### src/rtl/nrm_pkg.sv
`timescale 1ns / 1ps
// ----------------------------------------------------------------------------
// nrm_pkg
// Shared types and constants of the NaN-aware running median filter.
// ----------------------------------------------------------------------------
package nrm_pkg;

    // Range sample width; the all-ones value stands for +inf
    localparam int RANGE_BITS = 16;
    // Sort key: valid flag over the range value, invalid keys are all zero
    localparam int KEY_W      = RANGE_BITS + 1;
    // Default window length
    localparam int WINDOW_DEF = 5;

    // Item modes
    localparam logic MODE_PUSH  = 1'b0;
    localparam logic MODE_CLEAR = 1'b1;

    typedef logic [KEY_W-1:0] nrm_key_t;

    typedef struct packed {
        logic                  mode;
        logic [RANGE_BITS-1:0] range_mm;
        logic                  range_invalid;
    } nrm_in_t;

    typedef struct packed {
        logic [RANGE_BITS-1:0] median_mm;
        logic                  centre_invalid;
        logic [RANGE_BITS-1:0] centre_mm;
        logic [RANGE_BITS-1:0] raised_mm;
    } nrm_out_t;

    // Flags of the shared key comparator
    typedef struct packed {
        logic lt;
        logic eq;
        logic gt;
    } nrm_cmp_t;

    typedef enum logic [3:0] {
        ST_IDLE,
        ST_FILL,
        ST_RD_OLD,
        ST_FIND,
        ST_DOWN,
        ST_UP,
        ST_PLACE,
        ST_MED,
        ST_CENTRE
    } nrm_state_t;

endpackage

### src/rtl/nrm_key_cmp.sv
`timescale 1ns / 1ps
// ----------------------------------------------------------------------------
// nrm_key_cmp
// Shared magnitude comparator on sort keys, used by the search, shift and centre steps.
// ----------------------------------------------------------------------------
module nrm_key_cmp (
    input  nrm_pkg::nrm_key_t cmp_a,
    input  nrm_pkg::nrm_key_t cmp_b,
    output nrm_pkg::nrm_cmp_t cmp_flags
);

    // Compare a against b as unsigned keys
    always_comb begin
        cmp_flags.lt = (cmp_a < cmp_b);
        cmp_flags.eq = (cmp_a == cmp_b);
        cmp_flags.gt = !cmp_flags.lt && !cmp_flags.eq;
    end

endmodule

### src/rtl/nan_aware_running_median.sv
`timescale 1ns / 1ps
// ----------------------------------------------------------------------------
// nan_aware_running_median
// Sliding-window median of range samples; invalid samples are kept in the
// window but excluded from the median. One result per push, none per clear.
// ----------------------------------------------------------------------------
// A push runs the search and shift of the sorted list one entry per cycle
//   through the shared comparator, plus any wait for an unaccepted earlier
//   result. A clear writes its range into every window slot as a valid
//   sample and gives no result.
// Throughput: one item at a time; s_ready is high only while idle.
// Reset (aresetn low, synchronous): window holds valid zeros, write slot is
//   WINDOW-1, valid count is WINDOW, held median is zero, no result pending.
// ----------------------------------------------------------------------------
module nan_aware_running_median #(
    parameter int WINDOW = nrm_pkg::WINDOW_DEF
) (
    input  logic             aclk,
    input  logic             aresetn,
    input  logic             s_valid,
    output logic             s_ready,
    input  nrm_pkg::nrm_in_t s_data,
    output logic             m_valid,
    input  logic             m_ready,
    output nrm_pkg::nrm_out_t m_data
);

    localparam int PTR_W = (WINDOW > 1) ? $clog2(WINDOW) : 1;
    localparam int CNT_W = $clog2(WINDOW + 1);
    localparam int LAG   = WINDOW / 2;
    localparam int RB    = nrm_pkg::RANGE_BITS;

    localparam logic [PTR_W-1:0] LAST_POS  = PTR_W'(WINDOW - 1);
    localparam logic [PTR_W:0]   CTR_OFS   = (PTR_W + 1)'(WINDOW - LAG);
    localparam logic [PTR_W:0]   WIN_EXT   = (PTR_W + 1)'(WINDOW);
    localparam logic [CNT_W-1:0] WIN_CNT   = CNT_W'(WINDOW);
    localparam logic [RB-1:0]    RANGE_INF = '1;

    // Registers
    nrm_pkg::nrm_state_t state_reg, state_next;
    logic [PTR_W-1:0]    cnt_reg, cnt_next;
    logic [PTR_W-1:0]    at_reg, at_next;
    logic [PTR_W-1:0]    wp_reg, wp_next;
    logic [CNT_W-1:0]    vc_reg, vc_next;
    logic [RB-1:0]       held_reg, held_next;
    logic [RB-1:0]       fill_reg, fill_next;
    logic                moved_reg, moved_next;
    nrm_pkg::nrm_key_t   old_key_reg, old_key_next;
    nrm_pkg::nrm_key_t   new_key_reg, new_key_next;
    logic                m_valid_reg, m_valid_next;
    nrm_pkg::nrm_out_t   m_data_reg, m_data_next;

    nrm_pkg::nrm_key_t   ring_reg   [WINDOW];
    nrm_pkg::nrm_key_t   sorted_reg [WINDOW];

    // Array access
    logic                ring_we, sorted_we;
    logic [PTR_W-1:0]    ring_wa, sorted_wa, ring_ra, sorted_ra;
    nrm_pkg::nrm_key_t   ring_wd, sorted_wd, ring_rd, sorted_rd;

    // Shared comparator
    nrm_pkg::nrm_key_t   cmp_a, cmp_b;
    nrm_pkg::nrm_cmp_t   cmp_flags;

    // Derived values
    logic                in_acc;
    logic                out_free;
    logic [PTR_W:0]      ctr_sum;
    logic [PTR_W-1:0]    centre_pos;
    logic [CNT_W-1:0]    vc_m1;
    logic [CNT_W-1:0]    idx_full;
    logic [PTR_W-1:0]    med_idx;
    logic                centre_inv;
    logic [RB-1:0]       centre_val;
    logic                at_first, at_last;

    assign in_acc   = s_valid && (state_reg == nrm_pkg::ST_IDLE);
    assign out_free = !m_valid_reg || m_ready;
    assign at_first = (at_reg == '0);
    assign at_last  = (at_reg == LAST_POS);

    // Centre slot lags the write slot by WINDOW/2
    always_comb begin
        ctr_sum = {1'b0, wp_reg} + CTR_OFS;
        if (ctr_sum >= WIN_EXT) begin
            ctr_sum = ctr_sum - WIN_EXT;
        end
        centre_pos = ctr_sum[PTR_W-1:0];
    end

    // Median index over the valid entries, lower middle for even counts
    assign vc_m1    = vc_reg - CNT_W'(1);
    assign idx_full = (vc_m1 >> 1) + (WIN_CNT - vc_reg);
    assign med_idx  = idx_full[PTR_W-1:0];

    // Select read addresses
    always_comb begin
        case (state_reg)
            nrm_pkg::ST_DOWN:   sorted_ra = at_first ? at_reg : at_reg - PTR_W'(1);
            nrm_pkg::ST_UP:     sorted_ra = at_last ? at_reg : at_reg + PTR_W'(1);
            nrm_pkg::ST_MED:    sorted_ra = med_idx;
            default:            sorted_ra = cnt_reg;
        endcase
        ring_ra = (state_reg == nrm_pkg::ST_CENTRE) ? centre_pos : wp_reg;
    end

    assign sorted_rd = sorted_reg[sorted_ra];
    assign ring_rd   = ring_reg[ring_ra];

    assign centre_inv = !ring_rd[RB];
    assign centre_val = centre_inv ? '0 : ring_rd[RB-1:0];

    // Steer comparator operands
    always_comb begin
        cmp_a = sorted_rd;
        cmp_b = new_key_reg;
        case (state_reg)
            nrm_pkg::ST_FIND: begin
                cmp_b = old_key_reg;
            end
            nrm_pkg::ST_CENTRE: begin
                cmp_a = {1'b1, held_reg};
                cmp_b = {1'b1, centre_val};
            end
            default: begin
                cmp_b = new_key_reg;
            end
        endcase
    end

    nrm_key_cmp u_cmp (
        .cmp_a     (cmp_a),
        .cmp_b     (cmp_b),
        .cmp_flags (cmp_flags)
    );

    // Next state
    always_comb begin
        state_next = state_reg;
        case (state_reg)
            nrm_pkg::ST_IDLE: begin
                if (in_acc) begin
                    state_next = (s_data.mode == nrm_pkg::MODE_CLEAR) ?
                                 nrm_pkg::ST_FILL : nrm_pkg::ST_RD_OLD;
                end
            end
            nrm_pkg::ST_FILL: begin
                if (cnt_reg == LAST_POS) begin
                    state_next = nrm_pkg::ST_IDLE;
                end
            end
            nrm_pkg::ST_RD_OLD: begin
                state_next = nrm_pkg::ST_FIND;
            end
            nrm_pkg::ST_FIND: begin
                if (cmp_flags.eq || cnt_reg == LAST_POS) begin
                    state_next = nrm_pkg::ST_DOWN;
                end
            end
            nrm_pkg::ST_DOWN: begin
                if (at_first || !cmp_flags.gt) begin
                    state_next = moved_reg ? nrm_pkg::ST_PLACE : nrm_pkg::ST_UP;
                end
            end
            nrm_pkg::ST_UP: begin
                if (moved_reg || at_last || !cmp_flags.lt) begin
                    state_next = nrm_pkg::ST_PLACE;
                end
            end
            nrm_pkg::ST_PLACE: begin
                state_next = (vc_reg != '0) ? nrm_pkg::ST_MED : nrm_pkg::ST_CENTRE;
            end
            nrm_pkg::ST_MED: begin
                state_next = nrm_pkg::ST_CENTRE;
            end
            nrm_pkg::ST_CENTRE: begin
                if (out_free) begin
                    state_next = nrm_pkg::ST_IDLE;
                end
            end
            default: begin
                state_next = nrm_pkg::ST_IDLE;
            end
        endcase
    end

    // Datapath and array writes
    always_comb begin
        cnt_next     = cnt_reg;
        at_next      = at_reg;
        wp_next      = wp_reg;
        vc_next      = vc_reg;
        held_next    = held_reg;
        fill_next    = fill_reg;
        moved_next   = moved_reg;
        old_key_next = old_key_reg;
        new_key_next = new_key_reg;
        m_valid_next = m_valid_reg;
        m_data_next  = m_data_reg;
        ring_we      = 1'b0;
        ring_wa      = wp_reg;
        ring_wd      = new_key_reg;
        sorted_we    = 1'b0;
        sorted_wa    = at_reg;
        sorted_wd    = sorted_rd;

        // Drop the result once taken
        if (m_valid_reg && m_ready) begin
            m_valid_next = 1'b0;
        end

        case (state_reg)
            nrm_pkg::ST_IDLE: begin
                if (in_acc) begin
                    cnt_next     = '0;
                    fill_next    = s_data.range_mm;
                    new_key_next = s_data.range_invalid ? '0 : {1'b1, s_data.range_mm};
                    if (s_data.mode == nrm_pkg::MODE_PUSH) begin
                        wp_next = (wp_reg == LAST_POS) ? '0 : wp_reg + PTR_W'(1);
                    end
                end
            end
            nrm_pkg::ST_FILL: begin
                ring_we   = 1'b1;
                ring_wa   = cnt_reg;
                ring_wd   = {1'b1, fill_reg};
                sorted_we = 1'b1;
                sorted_wa = cnt_reg;
                sorted_wd = {1'b1, fill_reg};
                cnt_next  = cnt_reg + PTR_W'(1);
                if (cnt_reg == LAST_POS) begin
                    cnt_next  = '0;
                    wp_next   = LAST_POS;
                    vc_next   = WIN_CNT;
                    held_next = fill_reg;
                end
            end
            nrm_pkg::ST_RD_OLD: begin
                // Swap the new key into the ring and fix the valid count
                old_key_next = ring_rd;
                ring_we      = 1'b1;
                vc_next      = vc_reg - CNT_W'(ring_rd[RB]) + CNT_W'(new_key_reg[RB]);
                cnt_next     = '0;
            end
            nrm_pkg::ST_FIND: begin
                if (cmp_flags.eq || cnt_reg == LAST_POS) begin
                    at_next    = cnt_reg;
                    moved_next = 1'b0;
                end else begin
                    cnt_next = cnt_reg + PTR_W'(1);
                end
            end
            nrm_pkg::ST_DOWN: begin
                // Shift larger entries up into the hole
                if (!at_first && cmp_flags.gt) begin
                    sorted_we  = 1'b1;
                    at_next    = at_reg - PTR_W'(1);
                    moved_next = 1'b1;
                end
            end
            nrm_pkg::ST_UP: begin
                // Shift smaller entries down into the hole
                if (!moved_reg && !at_last && cmp_flags.lt) begin
                    sorted_we = 1'b1;
                    at_next   = at_reg + PTR_W'(1);
                end
            end
            nrm_pkg::ST_PLACE: begin
                sorted_we = 1'b1;
                sorted_wd = new_key_reg;
            end
            nrm_pkg::ST_MED: begin
                held_next = sorted_rd[RB-1:0];
            end
            nrm_pkg::ST_CENTRE: begin
                if (out_free) begin
                    m_valid_next               = 1'b1;
                    m_data_next.median_mm      = held_reg;
                    m_data_next.centre_invalid = centre_inv;
                    m_data_next.centre_mm      = centre_val;
                    if (centre_inv || centre_val == RANGE_INF) begin
                        m_data_next.raised_mm = centre_val;
                    end else begin
                        m_data_next.raised_mm = cmp_flags.lt ? centre_val : held_reg;
                    end
                end
            end
            default: begin
                cnt_next = '0;
            end
        endcase
    end

    // Control registers
    always_ff @(posedge aclk) begin
        if (!aresetn) begin
            state_reg   <= nrm_pkg::ST_IDLE;
            cnt_reg     <= '0;
            at_reg      <= '0;
            wp_reg      <= LAST_POS;
            vc_reg      <= WIN_CNT;
            held_reg    <= '0;
            moved_reg   <= 1'b0;
            m_valid_reg <= 1'b0;
        end else begin
            state_reg   <= state_next;
            cnt_reg     <= cnt_next;
            at_reg      <= at_next;
            wp_reg      <= wp_next;
            vc_reg      <= vc_next;
            held_reg    <= held_next;
            moved_reg   <= moved_next;
            m_valid_reg <= m_valid_next;
        end
    end

    // Payload registers
    always_ff @(posedge aclk) begin
        fill_reg    <= fill_next;
        old_key_reg <= old_key_next;
        new_key_reg <= new_key_next;
        m_data_reg  <= m_data_next;
    end

    // Window ring and sorted copy, reset to valid zeros
    always_ff @(posedge aclk) begin
        if (!aresetn) begin
            for (int i = 0; i < WINDOW; i++) begin
                ring_reg[i]   <= {1'b1, {RB{1'b0}}};
                sorted_reg[i] <= {1'b1, {RB{1'b0}}};
            end
        end else begin
            if (ring_we) begin
                ring_reg[ring_wa] <= ring_wd;
            end
            if (sorted_we) begin
                sorted_reg[sorted_wa] <= sorted_wd;
            end
        end
    end

    assign s_ready = (state_reg == nrm_pkg::ST_IDLE);
    assign m_valid = m_valid_reg;
    assign m_data  = m_data_reg;

endmodule
### config.mk
export PLATFORM = sky130hd
export DESIGN_NAME = nan_aware_running_median
export DESIGN_NICKNAME = d
export VERILOG_FILES = /design/src/rtl/nrm_pkg.sv /design/src/rtl/nrm_key_cmp.sv /design/src/rtl/nan_aware_running_median.sv
export SDC_FILE = /design/constraint.sdc
export NUM_CORES = 1
export LEC_CHECK = 0
export BUFFER_PORTS_ARGS = -buffer_cell sky130_fd_sc_hd__buf_2
export CAP_MARGIN = 20
export CORE_MARGIN = 5
export CORE_UTILIZATION = 35
export DETAILED_ROUTE_END_ITERATION = 7
export PLACE_DENSITY = 0.5
export REMOVE_ABC_BUFFERS = 1
export SLEW_MARGIN = 20
export SYNTH_ARGS = -nofsm -noshare
export SYNTH_HDL_FRONTEND = slang
export SYNTH_HIERARCHICAL = 1
export SYNTH_SLANG_ARGS = --single-unit
### constraint.sdc
create_clock -name aclk -period 9.4 [get_ports aclk]
set_input_delay 1.88 -clock aclk [delete_from_list [all_inputs] [get_ports aclk]]
set_output_delay 1.88 -clock aclk [all_outputs]
set_load 0.02 [all_outputs]
Word-level counts from Yosys, hierarchy flattened
Memory sizes are Yosys's and may differ from the RTL's. Index checks and enable logic that the tools add are counted.

Memories kept: 2. Logic and storage cells: 162. ROM bits: 0. RAM bits: 170. Bits in latches: 0. Input port bits: 22. Register bits: 133.

Memory list: ring_reg (words 5, width 17, read ports 1, clocked after Yosys merged registers in 0, wr ports 5, RTL line nan_aware_running_median.sv:53) `nrm_pkg::nrm_key_t ring_reg [WINDOW];`; sorted_reg (words 5, width 17, read ports 1, clocked after Yosys merged registers in 0, wr ports 5, RTL line nan_aware_running_median.sv:54) `nrm_pkg::nrm_key_t sorted_reg [WINDOW];`.

Add/sub/neg operators: 11. Multiplexer cells: 65. Shifts and indexed selects: 0. $lt $le $gt $ge: 2. Reduce and logical (&&, ||, !) cells: 42. Multiply operators: 0. Equality and inequality tests: 23. Bitwise logic cells: 1. Div/mod/pow operators: 0.

Operator list (count): 17-bit two-way mux (5); 17-bit case mux with 2 select lines (2); 16-bit two-way mux (4); 3-bit two-way mux (19); 4-bit case mux with 9 select lines (1); 17-bit OR reduction (2); 16-bit case mux with 2 select lines (1); 4-bit two-way mux (7); 2-bit != test (second input constant) (9); 3-bit case mux with 3 select lines (2); 17-bit equality test (1); 17-bit < comparator (1); 1-bit two-way mux (17); 16-bit equality test (second input constant) (1); 4-bit by 3-bit equality test with 1-bit output (second input constant) (4); 3-bit case mux with 2 select lines (2); 3-bit case mux with 4 select lines (1); 3-bit by 1-bit adder with 3-bit output (second input constant) (3); 3-bit equality test (second input constant) (3); 4-bit by 2-bit equality test with 1-bit output (second input constant) (2); 1-bit zero test (8); 2-bit AND reduction (4); 4-bit AND reduction (2); 2-bit nonzero test (4); 24 further kinds (39).

Longest topological paths before layout
Gate-level depths: netlist (run 1). An unclocked memory read counts as a cell.

Depth in word-level cells: 18. Gate-level depth with buffers: 34.

Hierarchy
The synthesis (run 1) kept the hierarchy.

By module, submodules not included: nan_aware_running_median (cells each 1585, area each 19443.6 µm², instances 1, sequential area each 11821.3 µm²); nrm_key_cmp (cells each 61, area each 476.7 µm², instances 1, sequential area each 0.0 µm²).

Least setup slack after synthesis (run 1)
OpenSTA, ideal clock, no wires.

Path kind: register to register. Start: register wp_reg[0]. End: memory sorted_reg[4][0] in the netlist's numbering, enable pin. Setup slack: 2.945 ns. Clock period less this slack: 6.455 ns. Stages on the path, launching flop included: 30. Arrival time: 6.083 ns. Path through: dfxtp_1 clkbuf_1 inv_1 ha_1 buf_2 or2_2 clkbuf_1 o2111ai_1 clkbuf_1 o21ai_0 o311ai_0 o31ai_1 inv_1 nand2_1 o21ai_0 inv_1 ha_1 a21o_1 a221o_1 a221oi_2 o22ai_1 nand2_1 nor2_1 o21ai_0 a21oi_1 o21ai_0 or2_2 clkbuf_1 buf_1 nand2_1.

RTL lines: start, declared (RTL line nan_aware_running_median.sv:43) `logic [PTR_W-1:0] wp_reg, wp_next;`; start signal, assigned (RTL line nan_aware_running_median.sv:309) `wp_reg <= wp_next;`; end, declared (RTL line nan_aware_running_median.sv:54).

==> run metrics, run 1 <==
status finished, final reports clean; Clock power frac 0.293; Final Cycle Share 0.853; critical-path maximum fanout 36; CTS tree built; global-route wire length before repair approximately 87 mm; leading area contributor after synthesis edfxtp_1; fin. max-slew vios 0; Worst-Skew Late Latency between 0.5 and 0.6 ns; clk root buf clkbuf_16; vias in the first global route 13400; hold buffers post-CTS 0; die width ~250 um; DRT Wirelength roughly 59 mm; clock-pin slew on the worst setup and hold paths 0.06 ns; RSZ-0062 raised after global routing no; Post-Syn Area 19900 um2; post-synthesis cell count 1646; buffer count from post-CTS setup fixing 0; NumNets Final around 1700; Synth top cells by count edfxtp_1 (371), nor2_1 (232), mux2i_1 (150), inv_1 (98), nand2_1 (84); Final Core Density 0.401; IO Count 73; I/O Buffers 72; total leakage power a little under 9 nW; htree depth 2; number of flops mapped to enable cells by yosys between 300 and 400; Arrival @ worst endpoint about 8.2 ns; Post-Layout Cell Count approximately 2500; maxcap violations 0; # setup viols final 0; WS Path Type flop to flop; Slew Limit Headroom 0.244; hold slack about 0.50 ns; die area 61800 um2; syn avg cell area between 10 and 15 um2; routed length per instance 23.8 um; post-DR vias/cell around 5.5; Std-Cell Rows 87; Starting DRT DRC Count 1165; starting density of the core 0.353; First-pass DRT Iterations 6; GR Overflow Total 0; FFs w/ async S/R, synth 0; Max Fclk between 100 and 150 MHz; predominant post-synthesis flop cell edfxtp_1; Area growth, synth to finish 13.5%; post-detail-place hpwl around 40 mm; clk sinks between 400 and 500; Post-Place Worst Slack ~1.5 ns; antenna-violating nets left 0; initial antenna violation count 3; worst-margin pin slew 1.13 ns; share of layout cells above drive strength 1 0.160; total number of vias around 14000; Worst Skew between 0.01 and 0.015 ns; Fillers around 5400; core area ~56000 um2; Peak VDD IR between 0.0001 and 0.00015 V; distinct cell type count after synthesis 81; Final Hold Fails 0; Sequential Power Share 0.366; class of the worst hold path flop to flop; largest cells by area after synthesis edfxtp_1 (56%), mux2i_1 (7.5%), nor2_1 (4.4%), dfxtp_1 (3.4%), ha_1 (2.1%); final worst slack roughly 1.4 ns; die height between 200 and 250 um; RePlAce Congestion 0.906; Setup crit end kind flop; Internal 4.20 mW; switching pwr 2.42 mW; top cell type's share of synthesized area 0.559; Worst EP required between 9 and 10 ns; # resized after CTS 0; largest net degree at the start of global routing 53; n_diodes 0; Inst Count DP 2384; Comb power frac 0.341; PD cells ~290 nW/um2; Global Route Usage Sum 0.183; minimum clock period 8.02 ns; clk buf depth 3; most frequent cell after synthesis edfxtp_1; Sw Share 0.366; CTS buffer count 47; Seq/Total Area, Yosys 0.593; drc violations 0; Worst setup SP type flop; setup_tns 0 ns; Yosys warning total 6; register bit total from synthesis between 400 and 500
-- power groups by stage --
stage / combinational, mW / sequential, mW / clock (mW)
after floorplan: 1.41 / 2.47 / 0
after global placement: 2.24 / 2.46 / 0
after detailed placement: 2.25 / 2.46 / 0
after CTS: 2.26 / 2.42 / 1.99
after global routing: 2.44 / 2.44 / 2.06
final: 2.26 / 2.42 / 1.94
-- cells in the final DEF, fill, tap and decap left out, drive strengths merged, types with 10 or more instances in the layout --
master	n
clkbuf	53
mux4	18
inv	98
a21oi	77
o32ai	11
nor2b	24
dfxtp	34
clkinv	17
mux2i	150
or2	16
a32oi	21
a22oi	34
edfxtp	371
or3	19
o22ai	34
o21ai	51
nand4b	12
buf	103
o221ai	16
o211ai	16
nand2	85
nor2	232
and2	10
mux2	21
ha	33
nor4	10
nor3	18
-- metrics by stage --
stage,instance area [um2],total power [mW]
after floorplan,19300,3.88
final,22600,6.62
after detailed placement,21000,4.71
after global placement,21000,4.69
after CTS,22600,6.67
after global routing,22600,6.94
-- layout make-up --
class,instances,area [um2],share of cell area
Clock inverter,30,357,0.0158
Tap cell,756,946,0.0418
Inverter,98,368,0.0163
Sequential cell,405,11800,0.523
Timing Repair Buffer,103,613,0.0271
Clock buffer,53,1270,0.0562
Multi-Input combinational cell,1022,7230,0.320
-- final timing paths --
| kind | from | to | slack, ns | cells after the start |
|---|---|---|---|---|
| max | state_reg[0] | sorted_reg[4][11] | 1.38 | 22 |
| min | held_reg[10] | m_data[43] | 0.50 | 0 |
| max reg2reg | state_reg[0] | sorted_reg[4][11] | 1.38 | 22 |
| min reg2reg | held_reg[10] | m_data[43] | 0.50 | 0 |
-- critical path, stage by stage (launching register included) --
cell and delay (ns):
dfxtp_1 0.57, or4b_2 1.03, a2111o_1 0.50, o211ai_4 0.17, buf_4 0.57, mux2i_1 0.16, mux2i_1 0.15, mux2_4 0.36
nand2_1 0.16, o21ai_0 0.34, inv_1 0.09, ha_1 0.30, o21ai_0 0.19, nor2_1 0.07, a2111oi_2 0.39, o22ai_1 0.15
nand2_1 0.09, nor2_1 0.05, o21ai_0 0.66, a21oi_1 0.14, o21ai_0 0.37, or2_2 0.44, nand2_1 0.57
-- layer usage --
layer,share of wire,vias up,global-route usage
li1,-,6211,-
met1,0.43,6794,0.250
met2,0.48,459,0.304
met3,0.059,105,0.0282
met4,0.027,0,0.0512
met5,0,-,0
-- cell families after synthesis --
| family | synth area share |
|---|---|
| AO/OA/AOI/OAI | 0.116 |
| XOR/XNOR | 0.00396 |
| adder cells (fa/ha/maj) | 0.0217 |
| buffers and inverters | 0.0480 |
| flip-flops | 0.593 |
| multiplexers | 0.108 |
| AND/OR/NAND/NOR | 0.109 |
Note: power is estimated with default switching activity, not from simulation.
==> run 2: changes to the inputs <==
==> constraint.sdc (replaced) <==
create_clock -name aclk -period 9.4 [get_ports aclk]
set_input_delay 0 -clock aclk [delete_from_list [all_inputs] [get_ports aclk]]
set_output_delay 0 -clock aclk [all_outputs]
set_load 0.02 [all_outputs]
==> run 2 against run 1 <==
Effect of this change: core utilization is 0.37 points higher; global-route usage increased by 0.051 points; power grew 0.19%; sequential cell count is the same; setup slack better by 0.018 ns; cell count is 0.85% higher; largest cell class unchanged; combinational power hardly changed; largest power group unchanged; register-to-register slack gained 0.02 ns; critical endpoint unchanged.
==> run metrics, run 2 (synthesized netlist as in run 1, its figures left out) <==
status finished, final reports clean; # resized after CTS 0; total number of vias approximately 14000; htree depth 2; maxcap violations 0; CTS buffer count 47; setup_tns 0 ns; routed length per instance 23.7 um; initial antenna violation count 3; Slew Limit Headroom 0.248; worst-margin pin slew 1.12 ns; Worst-Skew Late Latency 0.58 ns; Pwr Total about 6.6 mW; clock-pin slew on the worst setup and hold paths 0.06 ns; Std-Cell Rows 87; CTS tree built; Post-Place Worst Slack 1.51 ns; final worst slack ~1.4 ns; fin. max-slew vios 0; RSZ-0062 raised after global routing no; Post-Layout Cell Count 2488; Global Route Usage Sum 0.183; I/O Buffers 72; PD cells approximately 290 nW/um2; global-route wire length before repair 87.7 mm; Setup crit end kind flop; largest net degree at the start of global routing 53; NumNets Final 1754; Inst Count DP about 2400; critical-path maximum fanout 36; most common cell after layout, fill and taps aside edfxtp_1; drc violations 0; Worst Skew ~0.012 ns; core area 56400 um2; die height roughly 250 um; Peak VDD IR 0.000133 V; Area growth, synth to finish 14.5%; Final Hold Fails 0; Final Cycle Share 0.851; n_diodes 0; antenna-violating nets left 0; vias in the first global route ~13000; share of layout cells above drive strength 1 0.158; RePlAce Congestion 0.906; Final Core Density 0.405; clk root buf clkbuf_16; die area 61800 um2; IO Count between 70 and 80; DRT Wirelength a little under 60 mm; r2r startpoint state_reg[0]; die width between 200 and 250 um; # setup viols final 0; Max Fclk approximately 130 MHz; Critical Path Start state_reg[0]; commonest non-fill, non-tap cells in the layout edfxtp_1 (371), nor2_1 (225), mux2i_1 (150); post-DR vias/cell between 5 and 6; post-detail-place hpwl approximately 40 mm; minimum clock period around 8.0 ns; Starting DRT DRC Count 1103; First-pass DRT Iterations 5; Worst EP required 9.53 ns; class of the worst hold path primary input to flop; WS Path Type flop to flop; GR Overflow Total 0; Worst setup SP type flop; Arrival @ worst endpoint 8.13 ns; min-delay src s_data[7]; starting density of the core 0.353; total leakage power a little under 9 nW; clk sinks ~410; clk buf depth 3
-- run 2: cell types whose count changed in the layout (fill, tap and decap cells not counted) --
cell | previous run | this run
dlygate4sd3_1 | 0 | 21
-- run 2: worst paths after layout --
check | end | slack, ns | cells past startpoint
hold reg to reg | m_data[43] | 0.50 | 0
setup reg to reg | sorted_reg[4][11] | 1.40 | 22
hold / removal | fill_reg[6] | 0.15 | 2
setup / recovery | sorted_reg[4][11] | 1.40 | 22
-- run 2: power by group --
group	internal [mW]	switching (mW)	total, mW	leakage [nW]
Clock	1.19	0.757	1.94	0.788
Sequential	2.31	0.117	2.42	3.87
Combinational	0.715	1.55	2.27	4.15
Total	4.21	2.43	6.63	8.81
-- run 2: what timing repair did --
item | in CTS | in global routing
hold endpoints to repair | 41 | 0
buffers inserted | 0 | 0
hold buffers | 21 | 0
-- run 2: cell type report --
class | instances | area, um2
flip-flops and latches | 405 | 11800
well taps | 756 | 946
clock inverters | 30 | 357
multi-input cells | 1022 | 7230
inverters | 98 | 368
repair buffers | 124 | 823
clock buffers | 53 | 1270
fillers | 5394 | 33600
-- run 2: per-layer routing --
| layer | global-route usage | share of wire | vias to the layer above |
|---|---|---|---|
| met5 | 0 | 0 | - |
| met3 | 0.0281 | 0.058 | 91 |
| li1 | - | - | 6241 |
| met1 | 0.251 | 0.44 | 6795 |
| met4 | 0.0512 | 0.025 | 0 |
| met2 | 0.306 | 0.48 | 439 |
-- run 2: stage by stage --
stage / hold WS, ns / area [um2]
global placement: 0.191 / 21000
CTS: 0.123 / 22800
global route: 0.141 / 22800
detailed placement: 0.191 / 21000
finish: 0.155 / 22800
floorplan: 0.0762 / 19300
-- run 2: critical path, stage by stage (launching register included) --
cell      delay, ns
dfxtp_1        0.57
or4b_2         1.03
a2111o_1       0.50
o211ai_4       0.17
buf_4          0.56
mux2i_1        0.16
mux2i_1        0.15
mux2_4         0.36
nand2_1        0.15
o21ai_0        0.22
inv_1          0.07
ha_1           0.33
and4_1         0.25
nand4_1        0.24
nor4_2         0.28
o22ai_1        0.17
nand2_1        0.09
nor2_1         0.05
o21ai_0        0.65
a21oi_1        0.14
o21ai_0        0.37
or2_2          0.44
nand2_1        0.56
==> run 3: changes to the inputs <==
--- a/config.mk
+++ b/config.mk
@@ -11,7 +11,6 @@
 export CORE_UTILIZATION = 35
 export DETAILED_ROUTE_END_ITERATION = 7
 export PLACE_DENSITY = 0.5
-export REMOVE_ABC_BUFFERS = 1
 export SLEW_MARGIN = 20
 export SYNTH_ARGS = -nofsm -noshare
 export SYNTH_HDL_FRONTEND = slang
==> run 3 against run 2 <==
Effect of this change: critical endpoint is now sorted_reg[4][12]; global-route usage increased by 0.28 points; combinational power about the same; non-clock buffer count increased by 1; sequential share of layout area increased by 0.12 points; maximum frequency increased by 1.4%; routed wire length increased by 0.53%; worst hold slack improved by 0.0020 ns; clock skew increased by 0.011 ns; setup slack improved by 0.11 ns; count of clock-buffer cells in the layout increased by 6; register-to-register slack improved by 0.11 ns.
==> run metrics, run 3 (synthesized netlist as in run 1, its figures left out) <==
status finished, final reports clean; IO Count between 70 and 80; critical-path maximum fanout 26; Peak VDD IR around 0.00013 V; min-delay src s_data[5]; fin. max-slew vios 0; CTS tree built; vias in the first global route roughly 13000; Slew Limit Headroom 0.290; Setup crit end kind flop; post-detail-place hpwl about 40 mm; NumNets Final ~1800; setup_tns 0 ns; WS Path Type flop to flop; Final Hold Fails 0; class of the worst hold path primary input to flop; Worst-Skew Late Latency 0.58 ns; clk root buf clkbuf_16; n_diodes 0; DRT Wirelength 59.2 mm; RePlAce Congestion around 0.86; I/O Buffers between 70 and 80; worst-path cell chain or4b_2, a2111o_1, o211ai_4, nor4_1, o31ai_1, inv_1, nand2_1, o21ai_0, inv_1, ha_1, a21o_1, a221o_1, a221oi_2, o22ai_1, nand2_1, nor2_1, o21ai_0, a21oi_1, o21ai_0, or2_2, nand2_1; WL met2 around 26 mm; Metal-1 WL between 20 and 30 mm; maxcap violations 0; post-DR vias/cell about 5.5; Global Route Usage Sum 0.186; Max Fclk 127 MHz; Starting DRT DRC Count about 1300; buffer count from post-CTS setup fixing 0; # setup viols final 0; clk sinks between 400 and 500; largest net degree at the start of global routing 55; Worst Skew 0.0238 ns; # resized after CTS 0; Worst setup SP type flop; RSZ-0062 raised after global routing no; Worst EP required ~9.5 ns; clk buf depth 3; WL met3 roughly 3.5 mm; die height 249 um; GR Overflow Total 0; Arrival @ worst endpoint roughly 8 ns; Area growth, synth to finish 14.3%; routed length per instance 23.8 um; minimum clock period between 7 and 8 ns; FF-to-FF path depth 21; total leakage power slightly below 9 nW; PD cells 290 nW/um2; die area around 62000 um2; Final Cycle Share 0.839; htree depth 2; Pwr Total ~6.6 mW; starting density of the core 0.353; core area 56400 um2; hold buffers post-CTS 22; CTS buffer count 45; clock-pin slew on the worst setup and hold paths ~0.060 ns; die width roughly 250 um; Hold Path Stages 2; Std-Cell Rows just under 90; Final Core Density 0.404; Mapped Nets 1702; crit-path max cell delay slightly above 1 ns; Top Layer Used met4; r2r startpoint state_reg[0]; antenna-violating nets left 0; Critical Path Start state_reg[0]; share of layout cells above drive strength 1 0.155; First-pass DRT Iterations 6; total number of vias 13700; global-route wire length before repair 88.4 mm; most common cell after layout, fill and taps aside edfxtp_1; initial antenna violation count 1; commonest non-fill, non-tap cells in the layout edfxtp_1 (371), nor2_1 (226), mux2i_1 (149); worst-margin pin slew ~1.1 ns; Fillers 5400; drc violations 0; Slowest cell on crit path or4b_2
## run 3: layer usage
| metal | vias to the layer above | global-route usage |
|---|---|---|
| met5 | - | 0 |
| met4 | 0 | 0.0523 |
| met2 | 469 | 0.280 |
| met3 | 82 | 0.0313 |
| li1 | 6261 | - |
| met1 | 6891 | 0.279 |
## run 3: power by group
| group | total, mW | switching (mW) | leakage (nW) | internal [mW] |
|---|---|---|---|---|
| sequential | 2.43 | 0.122 | 3.87 | 2.31 |
| clock | 1.88 | 0.735 | 0.766 | 1.14 |
| combinational | 2.30 | 1.58 | 4.15 | 0.725 |
## run 3: cell type report
cell class	instances	area (um2)	share of cell area
Timing Repair Buffer	125	826	0.0363
Clock buffer	59	1270	0.0558
Clock inverter	23	307	0.0135
Tap cell	756	946	0.0415
Multi-Input combinational cell	1022	7230	0.317
Sequential cell	405	11800	0.519
Inverter	98	368	0.0162
## run 3: through the flow
| step | worst slack (ns) | hold WS [ns] | std cells | cell area (um2) |
|---|---|---|---|---|
| global route | 0.877 | 0.149 | 2488 | 22800 |
| finish | 1.51 | 0.157 | 2488 | 22800 |
| detailed placement | 1.53 | 0.206 | 2384 | 21000 |
| global placement | 1.64 | 0.190 | 2384 | 21000 |
| floorplan | 2.95 | 0.0989 | 1646 | 19900 |
| CTS | 1.50 | 0.133 | 2488 | 22800 |
## run 3: worst max-delay path, delay by kind of cell, from the launching register on
kind,cells,cell delay [ns]
compound gates,11,3.88
simple gates,7,2.54
flops,1,0.57
buf+inv,2,0.22
fa+ha+maj,1,0.24
## run 3: final timing paths
path,slack (ns),end
setup / recovery,1.51,sorted_reg[4][12]
hold / removal,0.16,fill_reg[4]
setup reg to reg,1.51,sorted_reg[4][12]
hold reg to reg,0.49,m_data[48]
